## src/swm_pkg.sv

```systemverilog
// swm_pkg: shared types and constants for the sliding window maximum block
// command and status structs between controller and datapath
// no dependencies
`timescale 1ns / 1ps

package swm_pkg;

    localparam int WIN_CFG_BITS = 7;
    localparam int SEEN_BITS    = 7;

    typedef struct packed {
        logic load;
        logic push;
        logic emit;
    } swm_cmd_t;

    typedef struct packed {
        logic result_due;
        logic out_free;
    } swm_status_t;

endpackage

```

## src/swm_ctrl.sv

```systemverilog
// swm_ctrl: request sequencing state machine for the sliding window maximum
// depends on swm_pkg for the command and status structs
`timescale 1ns / 1ps

module swm_ctrl
    import swm_pkg::*;
(
    input  logic        clk,
    input  logic        rst_n,
    input  logic        in_valid,
    output logic        in_ready,
    input  swm_status_t status,
    output swm_cmd_t    cmd
);

    typedef enum logic [1:0] {
        ST_IDLE,
        ST_PUSH,
        ST_EMIT
    } state_t;

    state_t state_reg;
    state_t state_next;
    logic   in_ready_reg;

    always_comb
    begin
        state_next = state_reg;
        cmd        = '0;
        case (state_reg)
            ST_IDLE:
            begin
                if (in_valid)
                begin
                    cmd.load   = 1'b1;
                    state_next = ST_PUSH;
                end
            end
            ST_PUSH:
            begin
                cmd.push   = 1'b1;
                state_next = status.result_due ? ST_EMIT : ST_IDLE;
            end
            ST_EMIT:
            begin
                if (status.out_free)
                begin
                    cmd.emit   = 1'b1;
                    state_next = ST_IDLE;
                end
            end
            default:
            begin
                state_next = ST_IDLE;
            end
        endcase
    end

    always_ff @(posedge clk or negedge rst_n)
    begin
        if (!rst_n)
        begin
            state_reg    <= ST_IDLE;
            in_ready_reg <= 1'b1;
        end
        else
        begin
            state_reg    <= state_next;
            in_ready_reg <= (state_next == ST_IDLE);
        end
    end

    assign in_ready = in_ready_reg;

endmodule

```

## src/swm_datapath.sv

```systemverilog
// swm_datapath: candidate cell row, sample history memory and output register
// depends on swm_pkg for the command and status structs
`timescale 1ns / 1ps

module swm_datapath
    import swm_pkg::*;
#(
    parameter int MAX_WINDOW  = 64,
    parameter int SAMPLE_BITS = 16
)
(
    input  logic                    clk,
    input  logic                    rst_n,
    input  swm_cmd_t                cmd,
    output swm_status_t             status,
    input  logic [SAMPLE_BITS-1:0]  in_sample,
    input  logic                    in_first,
    input  logic                    cfg_we,
    input  logic [WIN_CFG_BITS-1:0] cfg_wdata,
    input  logic                    out_ready,
    output logic                    out_valid,
    output logic [SAMPLE_BITS-1:0]  out_data
);

    localparam int PW = (MAX_WINDOW > 1) ? $clog2(MAX_WINDOW) : 1;
    localparam int CW = $clog2(MAX_WINDOW + 1);

    logic [WIN_CFG_BITS-1:0] win_reg;
    logic [WIN_CFG_BITS-1:0] k_eff;
    logic [PW-1:0]           k_m1;

    logic [SAMPLE_BITS-1:0]  sample_reg;
    logic                    first_reg;

    logic [SAMPLE_BITS-1:0]  cells_reg [MAX_WINDOW];
    logic [SAMPLE_BITS-1:0]  cells_next [MAX_WINDOW];
    logic [CW-1:0]           cnt_reg;
    logic [CW-1:0]           cnt_next;
    logic [CW-1:0]           cnt_base;
    logic [MAX_WINDOW-1:0]   keep;
    logic [CW-1:0]           tail_pos;
    logic                    full;

    logic [PW-1:0]           ptr_reg;
    logic [PW-1:0]           ptr_base;
    logic [PW-1:0]           oldest;
    logic [SEEN_BITS-1:0]    seen_reg;
    logic [SEEN_BITS-1:0]    seen_clamp;
    logic [SEEN_BITS-1:0]    seen_new;

    logic [SAMPLE_BITS-1:0]  hist_mem [MAX_WINDOW];
    logic [SAMPLE_BITS-1:0]  hist_rd_reg;
    logic                    same_slot_reg;
    logic [SAMPLE_BITS-1:0]  oldest_val;
    logic                    retire_hit;

    logic                    out_valid_reg;
    logic [SAMPLE_BITS-1:0]  out_data_reg;

    // effective window: zero means one, clipped to the cell count
    always_comb
    begin
        k_eff = win_reg;
        if (win_reg == '0)
        begin
            k_eff = WIN_CFG_BITS'(1);
        end
        else if (32'(win_reg) > MAX_WINDOW)
        begin
            k_eff = WIN_CFG_BITS'(MAX_WINDOW);
        end
        k_m1 = PW'(32'(k_eff) - 32'd1);
    end

    // sequence start restarts counters
    assign cnt_base = first_reg ? '0 : cnt_reg;
    assign ptr_base = first_reg ? '0 : ptr_reg;

    always_comb
    begin
        if (ptr_base >= k_m1)
        begin
            oldest = ptr_base - k_m1;
        end
        else
        begin
            oldest = PW'(32'(ptr_base) + MAX_WINDOW - 32'(k_m1));
        end
    end

    // samples seen, clamped then counted up to the window
    always_comb
    begin
        seen_clamp = first_reg ? '0 : seen_reg;
        if (seen_clamp > k_eff)
        begin
            seen_clamp = k_eff;
        end
        seen_new = (seen_clamp < k_eff) ? seen_clamp + 1'b1 : seen_clamp;
    end

    // parallel compare against every candidate cell
    always_comb
    begin
        for (int i = 0; i < MAX_WINDOW; i++)
        begin
            keep[i] = (CW'(i) < cnt_base) &&
                      ($signed(cells_reg[i]) >= $signed(sample_reg));
        end
        tail_pos = CW'(MAX_WINDOW);
        for (int i = MAX_WINDOW - 1; i >= 0; i--)
        begin
            if (!keep[i])
            begin
                tail_pos = CW'(i);
            end
        end
        full = (tail_pos == CW'(MAX_WINDOW));
    end

    assign oldest_val = same_slot_reg ? sample_reg : hist_rd_reg;
    assign retire_hit = (oldest_val == cells_reg[0]);

    always_comb
    begin
        cnt_next = cnt_reg;
        for (int i = 0; i < MAX_WINDOW; i++)
        begin
            cells_next[i] = cells_reg[i];
        end
        if (cmd.push)
        begin
            if (full)
            begin
                for (int i = 0; i < MAX_WINDOW - 1; i++)
                begin
                    cells_next[i] = cells_reg[i + 1];
                end
                cells_next[MAX_WINDOW - 1] = sample_reg;
                cnt_next = CW'(MAX_WINDOW);
            end
            else
            begin
                for (int i = 0; i < MAX_WINDOW; i++)
                begin
                    if (CW'(i) == tail_pos)
                    begin
                        cells_next[i] = sample_reg;
                    end
                end
                cnt_next = tail_pos + 1'b1;
            end
        end
        else if (cmd.emit && retire_hit)
        begin
            for (int i = 0; i < MAX_WINDOW - 1; i++)
            begin
                cells_next[i] = cells_reg[i + 1];
            end
            cnt_next = cnt_reg - 1'b1;
        end
    end

    always_ff @(posedge clk)
    begin
        for (int i = 0; i < MAX_WINDOW; i++)
        begin
            cells_reg[i] <= cells_next[i];
        end
        if (cmd.load)
        begin
            sample_reg <= in_sample;
            first_reg  <= in_first;
        end
        if (cmd.emit)
        begin
            out_data_reg <= cells_reg[0];
        end
    end

    // history ring, one write and one read per request
    always_ff @(posedge clk)
    begin
        if (cmd.push)
        begin
            hist_mem[ptr_base] <= sample_reg;
            hist_rd_reg        <= hist_mem[oldest];
            same_slot_reg      <= (oldest == ptr_base);
        end
    end

    always_ff @(posedge clk or negedge rst_n)
    begin
        if (!rst_n)
        begin
            win_reg       <= WIN_CFG_BITS'(1);
            cnt_reg       <= '0;
            ptr_reg       <= '0;
            seen_reg      <= '0;
            out_valid_reg <= 1'b0;
        end
        else
        begin
            if (cfg_we)
            begin
                win_reg <= cfg_wdata;
            end
            cnt_reg <= cnt_next;
            if (cmd.push)
            begin
                ptr_reg  <= (ptr_base == PW'(MAX_WINDOW - 1)) ? '0 : ptr_base + 1'b1;
                seen_reg <= seen_new;
            end
            if (cmd.emit)
            begin
                out_valid_reg <= 1'b1;
            end
            else if (out_ready)
            begin
                out_valid_reg <= 1'b0;
            end
        end
    end

    assign status.result_due = (seen_new >= k_eff);
    assign status.out_free   = !out_valid_reg || out_ready;
    assign out_valid         = out_valid_reg;
    assign out_data          = out_data_reg;

endmodule

```

## src/sliding_window_maximum.sv

```systemverilog
// sliding_window_maximum: maximum of the last window_size signed samples
// usage:
//   input stream s_axis_*: tdata carries the sample, tuser marks the first
//   sample of a new sequence, which clears the window before it is taken
//   output stream m_axis_*: tdata carries the window maximum; a result is
//   produced only once window_size samples of the sequence have arrived
//   cfg_we / cfg_wdata write window_size (0 acts as 1, clipped to MAX_WINDOW)
//   while no request is in flight
// timing:
//   a request is accepted in the idle state and updated in the push state; one
//   with a result then passes the emit state, which waits for a free output
//   register, and m_axis_tvalid is registered from the emit command
// reset:
//   window_size returns to 1 and the window starts empty
// stall:
//   a pending result sits in the output register; the next request is still
//   accepted and updated, and its result waits until m_axis_tready frees it
// depends on swm_pkg, swm_ctrl and swm_datapath
`timescale 1ns / 1ps

module sliding_window_maximum
    import swm_pkg::*;
#(
    parameter int MAX_WINDOW  = 64,
    parameter int SAMPLE_BITS = 16
)
(
    input  logic                               clk,
    input  logic                               rst_n,
    input  logic                               s_axis_tvalid,
    output logic                               s_axis_tready,
    input  logic [((SAMPLE_BITS+7)/8)*8-1:0]   s_axis_tdata,  // sample
    input  logic                               s_axis_tuser,  // first
    output logic                               m_axis_tvalid,
    input  logic                               m_axis_tready,
    output logic [((SAMPLE_BITS+7)/8)*8-1:0]   m_axis_tdata,  // window_max
    input  logic                               cfg_we,
    input  logic [WIN_CFG_BITS-1:0]            cfg_wdata
);

    localparam int TDW = ((SAMPLE_BITS + 7) / 8) * 8;

    swm_cmd_t               cmd;
    swm_status_t            status;
    logic [SAMPLE_BITS-1:0] out_data;

    swm_ctrl u_ctrl
    (
        .clk      (clk),
        .rst_n    (rst_n),
        .in_valid (s_axis_tvalid),
        .in_ready (s_axis_tready),
        .status   (status),
        .cmd      (cmd)
    );

    swm_datapath #(
        .MAX_WINDOW  (MAX_WINDOW),
        .SAMPLE_BITS (SAMPLE_BITS)
    ) u_datapath
    (
        .clk       (clk),
        .rst_n     (rst_n),
        .cmd       (cmd),
        .status    (status),
        .in_sample (s_axis_tdata[SAMPLE_BITS-1:0]),
        .in_first  (s_axis_tuser),
        .cfg_we    (cfg_we),
        .cfg_wdata (cfg_wdata),
        .out_ready (m_axis_tready),
        .out_valid (m_axis_tvalid),
        .out_data  (out_data)
    );

    assign m_axis_tdata = TDW'(out_data);

    a_cmd_excl: assert property (@(posedge clk) disable iff (!rst_n)
        $onehot0({cmd.load, cmd.push, cmd.emit}))
        else $error("controller issued overlapping commands");

    a_load_push: assert property (@(posedge clk) disable iff (!rst_n)
        cmd.load |=> cmd.push && !s_axis_tready)
        else $error("accepted request not followed by update");

    a_emit_free: assert property (@(posedge clk) disable iff (!rst_n)
        cmd.emit |-> status.out_free)
        else $error("result emitted over a pending result");

    a_emit_valid: assert property (@(posedge clk) disable iff (!rst_n)
        cmd.emit |=> m_axis_tvalid && s_axis_tready)
        else $error("emitted result not presented");

endmodule
```

## config.mk

```make
export PLATFORM = sky130hd
export DESIGN_NAME = sliding_window_maximum
export DESIGN_NICKNAME = d
export VERILOG_FILES = /design/src/swm_pkg.sv /design/src/swm_ctrl.sv /design/src/swm_datapath.sv /design/src/sliding_window_maximum.sv
export SDC_FILE = /design/constraint.sdc
export NUM_CORES = 2
export LEC_CHECK = 0
export ABC_AREA = 1
export BUFFER_PORTS_ARGS = -buffer_cell sky130_fd_sc_hd__buf_2
export CAP_MARGIN = 20
export CORE_MARGIN = 4
export CORE_UTILIZATION = 30
export CTS_CLUSTER_DIAMETER = 200
export DETAILED_ROUTE_END_ITERATION = 12
export PLACE_DENSITY = 0.54
export SKIP_LAST_GASP = 1
export SYNTH_ARGS = -nofsm -noshare
export SYNTH_HDL_FRONTEND = slang
export SYNTH_SLANG_ARGS = --single-unit
```

## constraint.sdc

```tcl
create_clock -name clk -period 11.1 [get_ports clk]
set_input_delay 1.665 -clock clk [delete_from_list [all_inputs] [get_ports clk]]
set_output_delay 1.665 -clock clk [all_outputs]
set_load 0.05 [all_outputs]
```

## After elaboration in Yosys (flattened, before gate mapping)

Memory sizes are Yosys's and may differ from the RTL's. A register that Yosys moved wholly into a read port is not among the register bits.
Cells that the tools add are included.

| storage, ports and cells | value |
|---|---|
| bits in writable memories | 2048 |
| memories | 2 |
| input bits | 29 |
| flip-flop bits (word level) | 65 |

| cells by class | value |
|---|---|
| magnitude comparators | 133 |
| add/subtract/negate cells | 8 |
| mux-type cells | 158 |
| reductions and logical operators | 73 |
| equality and inequality tests | 69 |

Memories:

| name | depth | width | read ports | clocked after memory_dff | wr ports | line | source |
|---|---|---|---|---|---|---|---|
| u_datapath.cells_reg | 64 | 16 | 64 | 0 | 64 | swm_datapath.sv:35 | `logic [SAMPLE_BITS-1:0] cells_reg [MAX_WINDOW];` |
| u_datapath.hist_mem | 64 | 16 | 1 | 1 | 1 | swm_datapath.sv:51 | `logic [SAMPLE_BITS-1:0] hist_mem [MAX_WINDOW];` |

Operators with widths:

| cell | count |
|---|---|
| $mux W1008 | 2 |
| $mux W16 | 66 |
| $ge A16 B16 Y1 | 64 |
| $mux W1024 | 1 |
| $mux W7 | 73 |
| $eq A6 B7 Y1 const A | 32 |
| $lt A6 B7 Y1 const A | 32 |
| $eq A5 B7 Y1 const A | 16 |
| $lt A5 B7 Y1 const A | 16 |
| $logic_and A1 B1 Y1 | 65 |
| $eq A4 B7 Y1 const A | 8 |
| $lt A4 B7 Y1 const A | 8 |
| $eq A3 B7 Y1 const A | 4 |
| $lt A3 B7 Y1 const A | 4 |
| $mux W6 | 3 |
| $eq A16 B16 Y1 | 1 |
| $add A7 B1 Y7 const B | 2 |
| $eq A2 B7 Y1 const A | 2 |
| $logic_not A7 Y1 | 2 |
| $lt A1 B7 Y1 const A | 2 |
| $lt A2 B7 Y1 const A | 2 |
| $add A6 B1 Y6 const B | 2 |
| $sub A6 B6 Y6 | 2 |
| $mux W1 | 9 |
| 19 further kinds | 23 |

## Depth between registers and ports, before layout

| logic depth | value |
|---|---|
| depth in word-level cells | 71 |
| depth in mapped cells | 87 |
| gate-level depth less buffers | 85 |

## Hierarchy

A second synthesis with hierarchy kept.

| unflattened totals | value |
|---|---|
| cell total of the unflattened synthesis | 10159 |
| area total of the unflattened synthesis | 108666.7 µm² |

By module, submodules not included:

| module | cells each | area an instance (µm²) | times used |
|---|---|---|---|
| swm_datapath | 10144 | 108534.1 | 1 |
| swm_ctrl | 15 | 132.6 | 1 |

## Worst setup path before layout

Ideal clock, no wire load.

| timing | value |
|---|---|
| path kind | reg-to-reg |
| from | register, netlist name u_datapath.sample_reg[15] |
| to | memory u_datapath.cells_reg[17][0], in the netlist u_datapath.cells_reg[0][272] (enable) |
| buffers on the path | 2 |
| required time | 10736 ps |
| cell stages (with the launch flop) | 84 |
| arrival | 7988 ps |
| slack | 2748 ps |
| path through | edfxtp_1 inv_1 ha_1 nand2_1 nor2_2 nand2_1 nor2_1 nand2_1 nand4_1 nand3_1 nand2_1 clkinv_1 nand2_1 nand2_1 nand2_1 nand2_1 nand2_1 nand2_1 [48 not listed] nand2_1 nand2_1 nand2_1 nand2_1 nand2_1 nand2_1 nand2_1 nand2_2 nand2_2 ha_1 nand2_1 inv_1 nand3_1 nand2_1 clkbuf_1 clkbuf_1 o21ai_0 inv_1 |

RTL lines:

| item | line |
|---|---|
| to (decl) | swm_datapath.sv:35 |

==> results by group <==
Hold path
  • Min-Delay Path Class: reg -> reg

Synth
  • Netlist cell types: 65
  • EDFF count, synth: 2098
  • Mapped Nets: 11010
  • Mapped Area: 0.1092 mm2
  • Seq cells post-synth: 2129
  • Top_reg_cell synth: edfxtp_1
  • Syn Inst Count: 9923
  • Warnings, synthesis: 0
  • Mapped Avg Cell Area: 11.01 um2
  • Seq/Total Area, Yosys: 58.38%
  • Asr flop ratio synth: 1.456%

STA
  • WHS: 0.4872 ns
  • Setup Viol. Count Final: 0
  • RSZ-0062 raised after global routing: false
  • Skew final: 0.06936 ns
  • Setup tns final: 0 ns
  • Worst slew pin tran: 1.306 ns
  • Final Hold Viols: 0
  • Final Critical Period: 9.338 ns
  • Rel. slew slack: 12.96%
  • Final-report max-slew violation count: 0
  • Final period util: 84.13%
  • Fmax: 0.1071 GHz

Power and ir drop
  • Maximum vdd drop: 0.3851 mV
  • Post-route total power: 0.03501 W
  • NetSw: 0.01473 W
  • Clock Power Share: 21.2%
  • Internal power: 0.02029 W
  • Cell Pwr Density: 285.5 mW/mm2
  • Switching portion of total power: 42.06%
  • Flop pwr share: 36.4%
  • Combinational power share: 42.3%
  • Leak: 49.52 nW

Global routing
  • Vias in the first global route: 73180
  • Initial antenna violation count: 21
  • Grt total ovfl: 0
  • Largest net degree at the start of global routing: 247
  • GRT Util Overall: 17.20%
  • First-pass GRT wire length: 488.0 mm

Floorplanning
  • Core footprint: 0.3625 mm2
  • Die extent in y: 611.4 um
  • Die Wd: 611.4 um
  • Die area: 0.3739 mm2
  • # IOs: 47
  • # rows: 221
  • Starting Density: 30.13%

Finish
  • Layout area overhead: 12.26%
  • Core Util, Final: 33.83%
  • Fin nets: 11030
  • Most common cell after layout, fill and taps aside: nand2_1
  • Layout cells sized above 1: 6.164%
  • Most frequent cells in the layout: nand2_1 (2684), edfxtp_1 (2098), ha_1 (1058)

Setup path
  • Worst Setup End Kind: flop
  • Startpoint types: flop
  • Crit Path Max Fanout: 45
  • Setup CP Type: reg -> reg
  • Slowest stage delay, CP: 0.66 ns
  • CP most frequent cell: nand2_1
  • Worst Path Arrival: 9.92 ns
  • Crit path buf inv count: 6
  • Max stage delay cell, worst path: inv_4
  • CP top delay family: simple AND/OR/NAND/NOR gates
  • Worst EP required: 11.68 ns

Route
  • Antenna Nets Post-Route: 0
  • First DRT Iteration DRCs: 7708
  • Vias per inst: 5.115
  • Total number of vias: 76390
  • Drt wl/cell: 22.23 um
  • First-pass detailed-route iteration total: 6
  • Final WL: 331.9 mm
  • Remaining routing DRC violations: 0

Outcome
  • Outcome: complete, no violations

Clock tree
  • CTS H-tree depth: 4
  • CTS Root Cell: clkbuf_16
  • Clock-pin slew on the worst setup and hold paths: 0.06 ns
  • Post-CTS Setup Inserts: 0
  • Hold-fix buffers, CTS: 0
  • TritonCTS buffer count: 229
  • Clk buf depth: 4
  • CTS resizes: 0
  • Latest clock arrival within the worst-skew pair: 0.92 ns
  • TritonCTS clock tree: done
  • Sinks on Clock Net: 2129

Place
  • Final HPWL DP: 210.7 mm
  • # port buffers: 46
  • Final Wtd Congestion: 0.9405

Run
  • Maximum Capacitance Violations: 0
==> cells by family (layout without fill, tap and decap cells) <==
| kind of cell | count (synthesis) | count (layout) | synth area share, % |
|---|---|---|---|
| other | 0 | 16 | 0 |
| adder cells (fa/ha/maj) | 1060 | 1060 | 12.15 |
| buffers and inverters | 963 | 1163 | 3.319 |
| AO/OA/AOI/OAI | 1622 | 1622 | 9.328 |
| multiplexers | 258 | 258 | 2.366 |
| flip-flops | 2129 | 2129 | 58.38 |
| XOR/XNOR | 62 | 62 | 0.4971 |
| AND/OR/NAND/NOR | 3829 | 3829 | 13.96 |
==> layer usage <==
metal | global-route usage, % | wire length (um) | vias up | share of wire, %
li1 | - | - | 35940 | -
met2 | 26.64 | 145500 | 2402 | 44
met1 | 24.64 | 152400 | 37550 | 46
met5 | 0 | 30 | - | 0.0090
met4 | 5.493 | 11660 | 6 | 3.5
met3 | 2.637 | 22350 | 492 | 6.7
==> stage by stage <==
stage | instance area [um2] | setup slack (ns) | cells
after floorplan | 109200 | 2.748 | 9923
after global placement | 115500 | 1.734 | 14500
after detailed placement | 115500 | 1.982 | 14510
after CTS | 122600 | 1.927 | 14920
after global routing | 122600 | 0.7736 | 14920
final | 122600 | 1.762 | 14930
==> final timing paths <==
kind | from | slack, ns | cells after the start | endpoint
min | u_datapath.seen_reg[3] | 0.49 | 2 | u_datapath.seen_reg[3]
max in group asynchronous | rst_n | 9.45 | 1 | u_datapath.seen_reg[0]
min in group asynchronous | rst_n | 0.97 | 1 | u_datapath.cnt_reg[4]
max | u_datapath.sample_reg[10] | 1.76 | 84 | u_datapath.cells_reg[0][443]
min reg2reg | u_datapath.seen_reg[3] | 0.49 | 2 | u_datapath.seen_reg[3]
max reg2reg | u_datapath.sample_reg[10] | 1.76 | 84 | u_datapath.cells_reg[0][443]
==> cells in the mapped netlist (3+ instances only) <==
master | n | area share, %
or2_2 | 3 | 0.017
o221a_2 | 3 | 0.031
o2111ai_1 | 28 | 0.22
o41ai_1 | 3 | 0.024
o221ai_1 | 302 | 2.4
o21bai_1 | 33 | 0.23
nor2_2 | 4 | 0.023
inv_2 | 17 | 0.058
o21ai_1 | 21 | 0.096
o21a_1 | 36 | 0.25
a21oi_1 | 425 | 1.9
clkbuf_1 | 402 | 1.4
dfrtp_1 | 29 | 0.66
a221oi_1 | 28 | 0.22
nand3_1 | 238 | 1.1
xnor2_1 | 25 | 0.20
a2111oi_0 | 3 | 0.024
o31ai_1 | 6 | 0.041
nor2_1 | 631 | 2.2
mux2i_1 | 256 | 2.3
inv_1 | 510 | 1.8
o211ai_1 | 39 | 0.27
nand4_1 | 139 | 0.80
clkinv_1 | 5 | 0.017
a31oi_1 | 53 | 0.30
buf_2 | 3 | 0.014
edfxtp_1 | 2098 | 58
a21oi_2 | 4 | 0.032
ha_1 | 1059 | 12
o21ai_0 | 545 | 2.5
buf_1 | 25 | 0.086
nor4_1 | 15 | 0.086
xor2_1 | 37 | 0.30
a32oi_1 | 33 | 0.26
a21o_1 | 10 | 0.069
a211oi_1 | 28 | 0.19
nand2_1 | 2702 | 9.3
nand3b_1 | 5 | 0.034
nor3_1 | 79 | 0.36
o22ai_1 | 5 | 0.029
==> power by group through the flow <==
stage,Combinational [W],Sequential (W),Clock (W)
6_report,0.0148,0.0128,0.00743
3_3_place_gp,0.0145,0.0129,0
2_1_floorplan,0.00953,0.0126,0
3_5_place_dp,0.0147,0.0129,0
5_1_grt,0.0165,0.0129,0.00787
4_1_cts,0.0148,0.0127,0.00758
==> worst min-delay path, delay by kind of cell (launching register included) <==
kind               cells  cell delay [ns]
AOI/OAI and AO/OA      1             0.06
and+or+nand+nor        1             0.05
DFF                    1             0.34
==> cell type report <==
type,instances,area (um2)
Fill cell,36140,239900
Sequential cell,2129,63780
Multi-Input combinational cell,6831,42060
Clock buffer,283,6040
Tap cell,4794,5998
Inverter,532,2047
Timing Repair Buffer,221,1669
Clock inverter,127,1003
Antenna cell,16,40.04
Power figures use the tool's default switching activity.
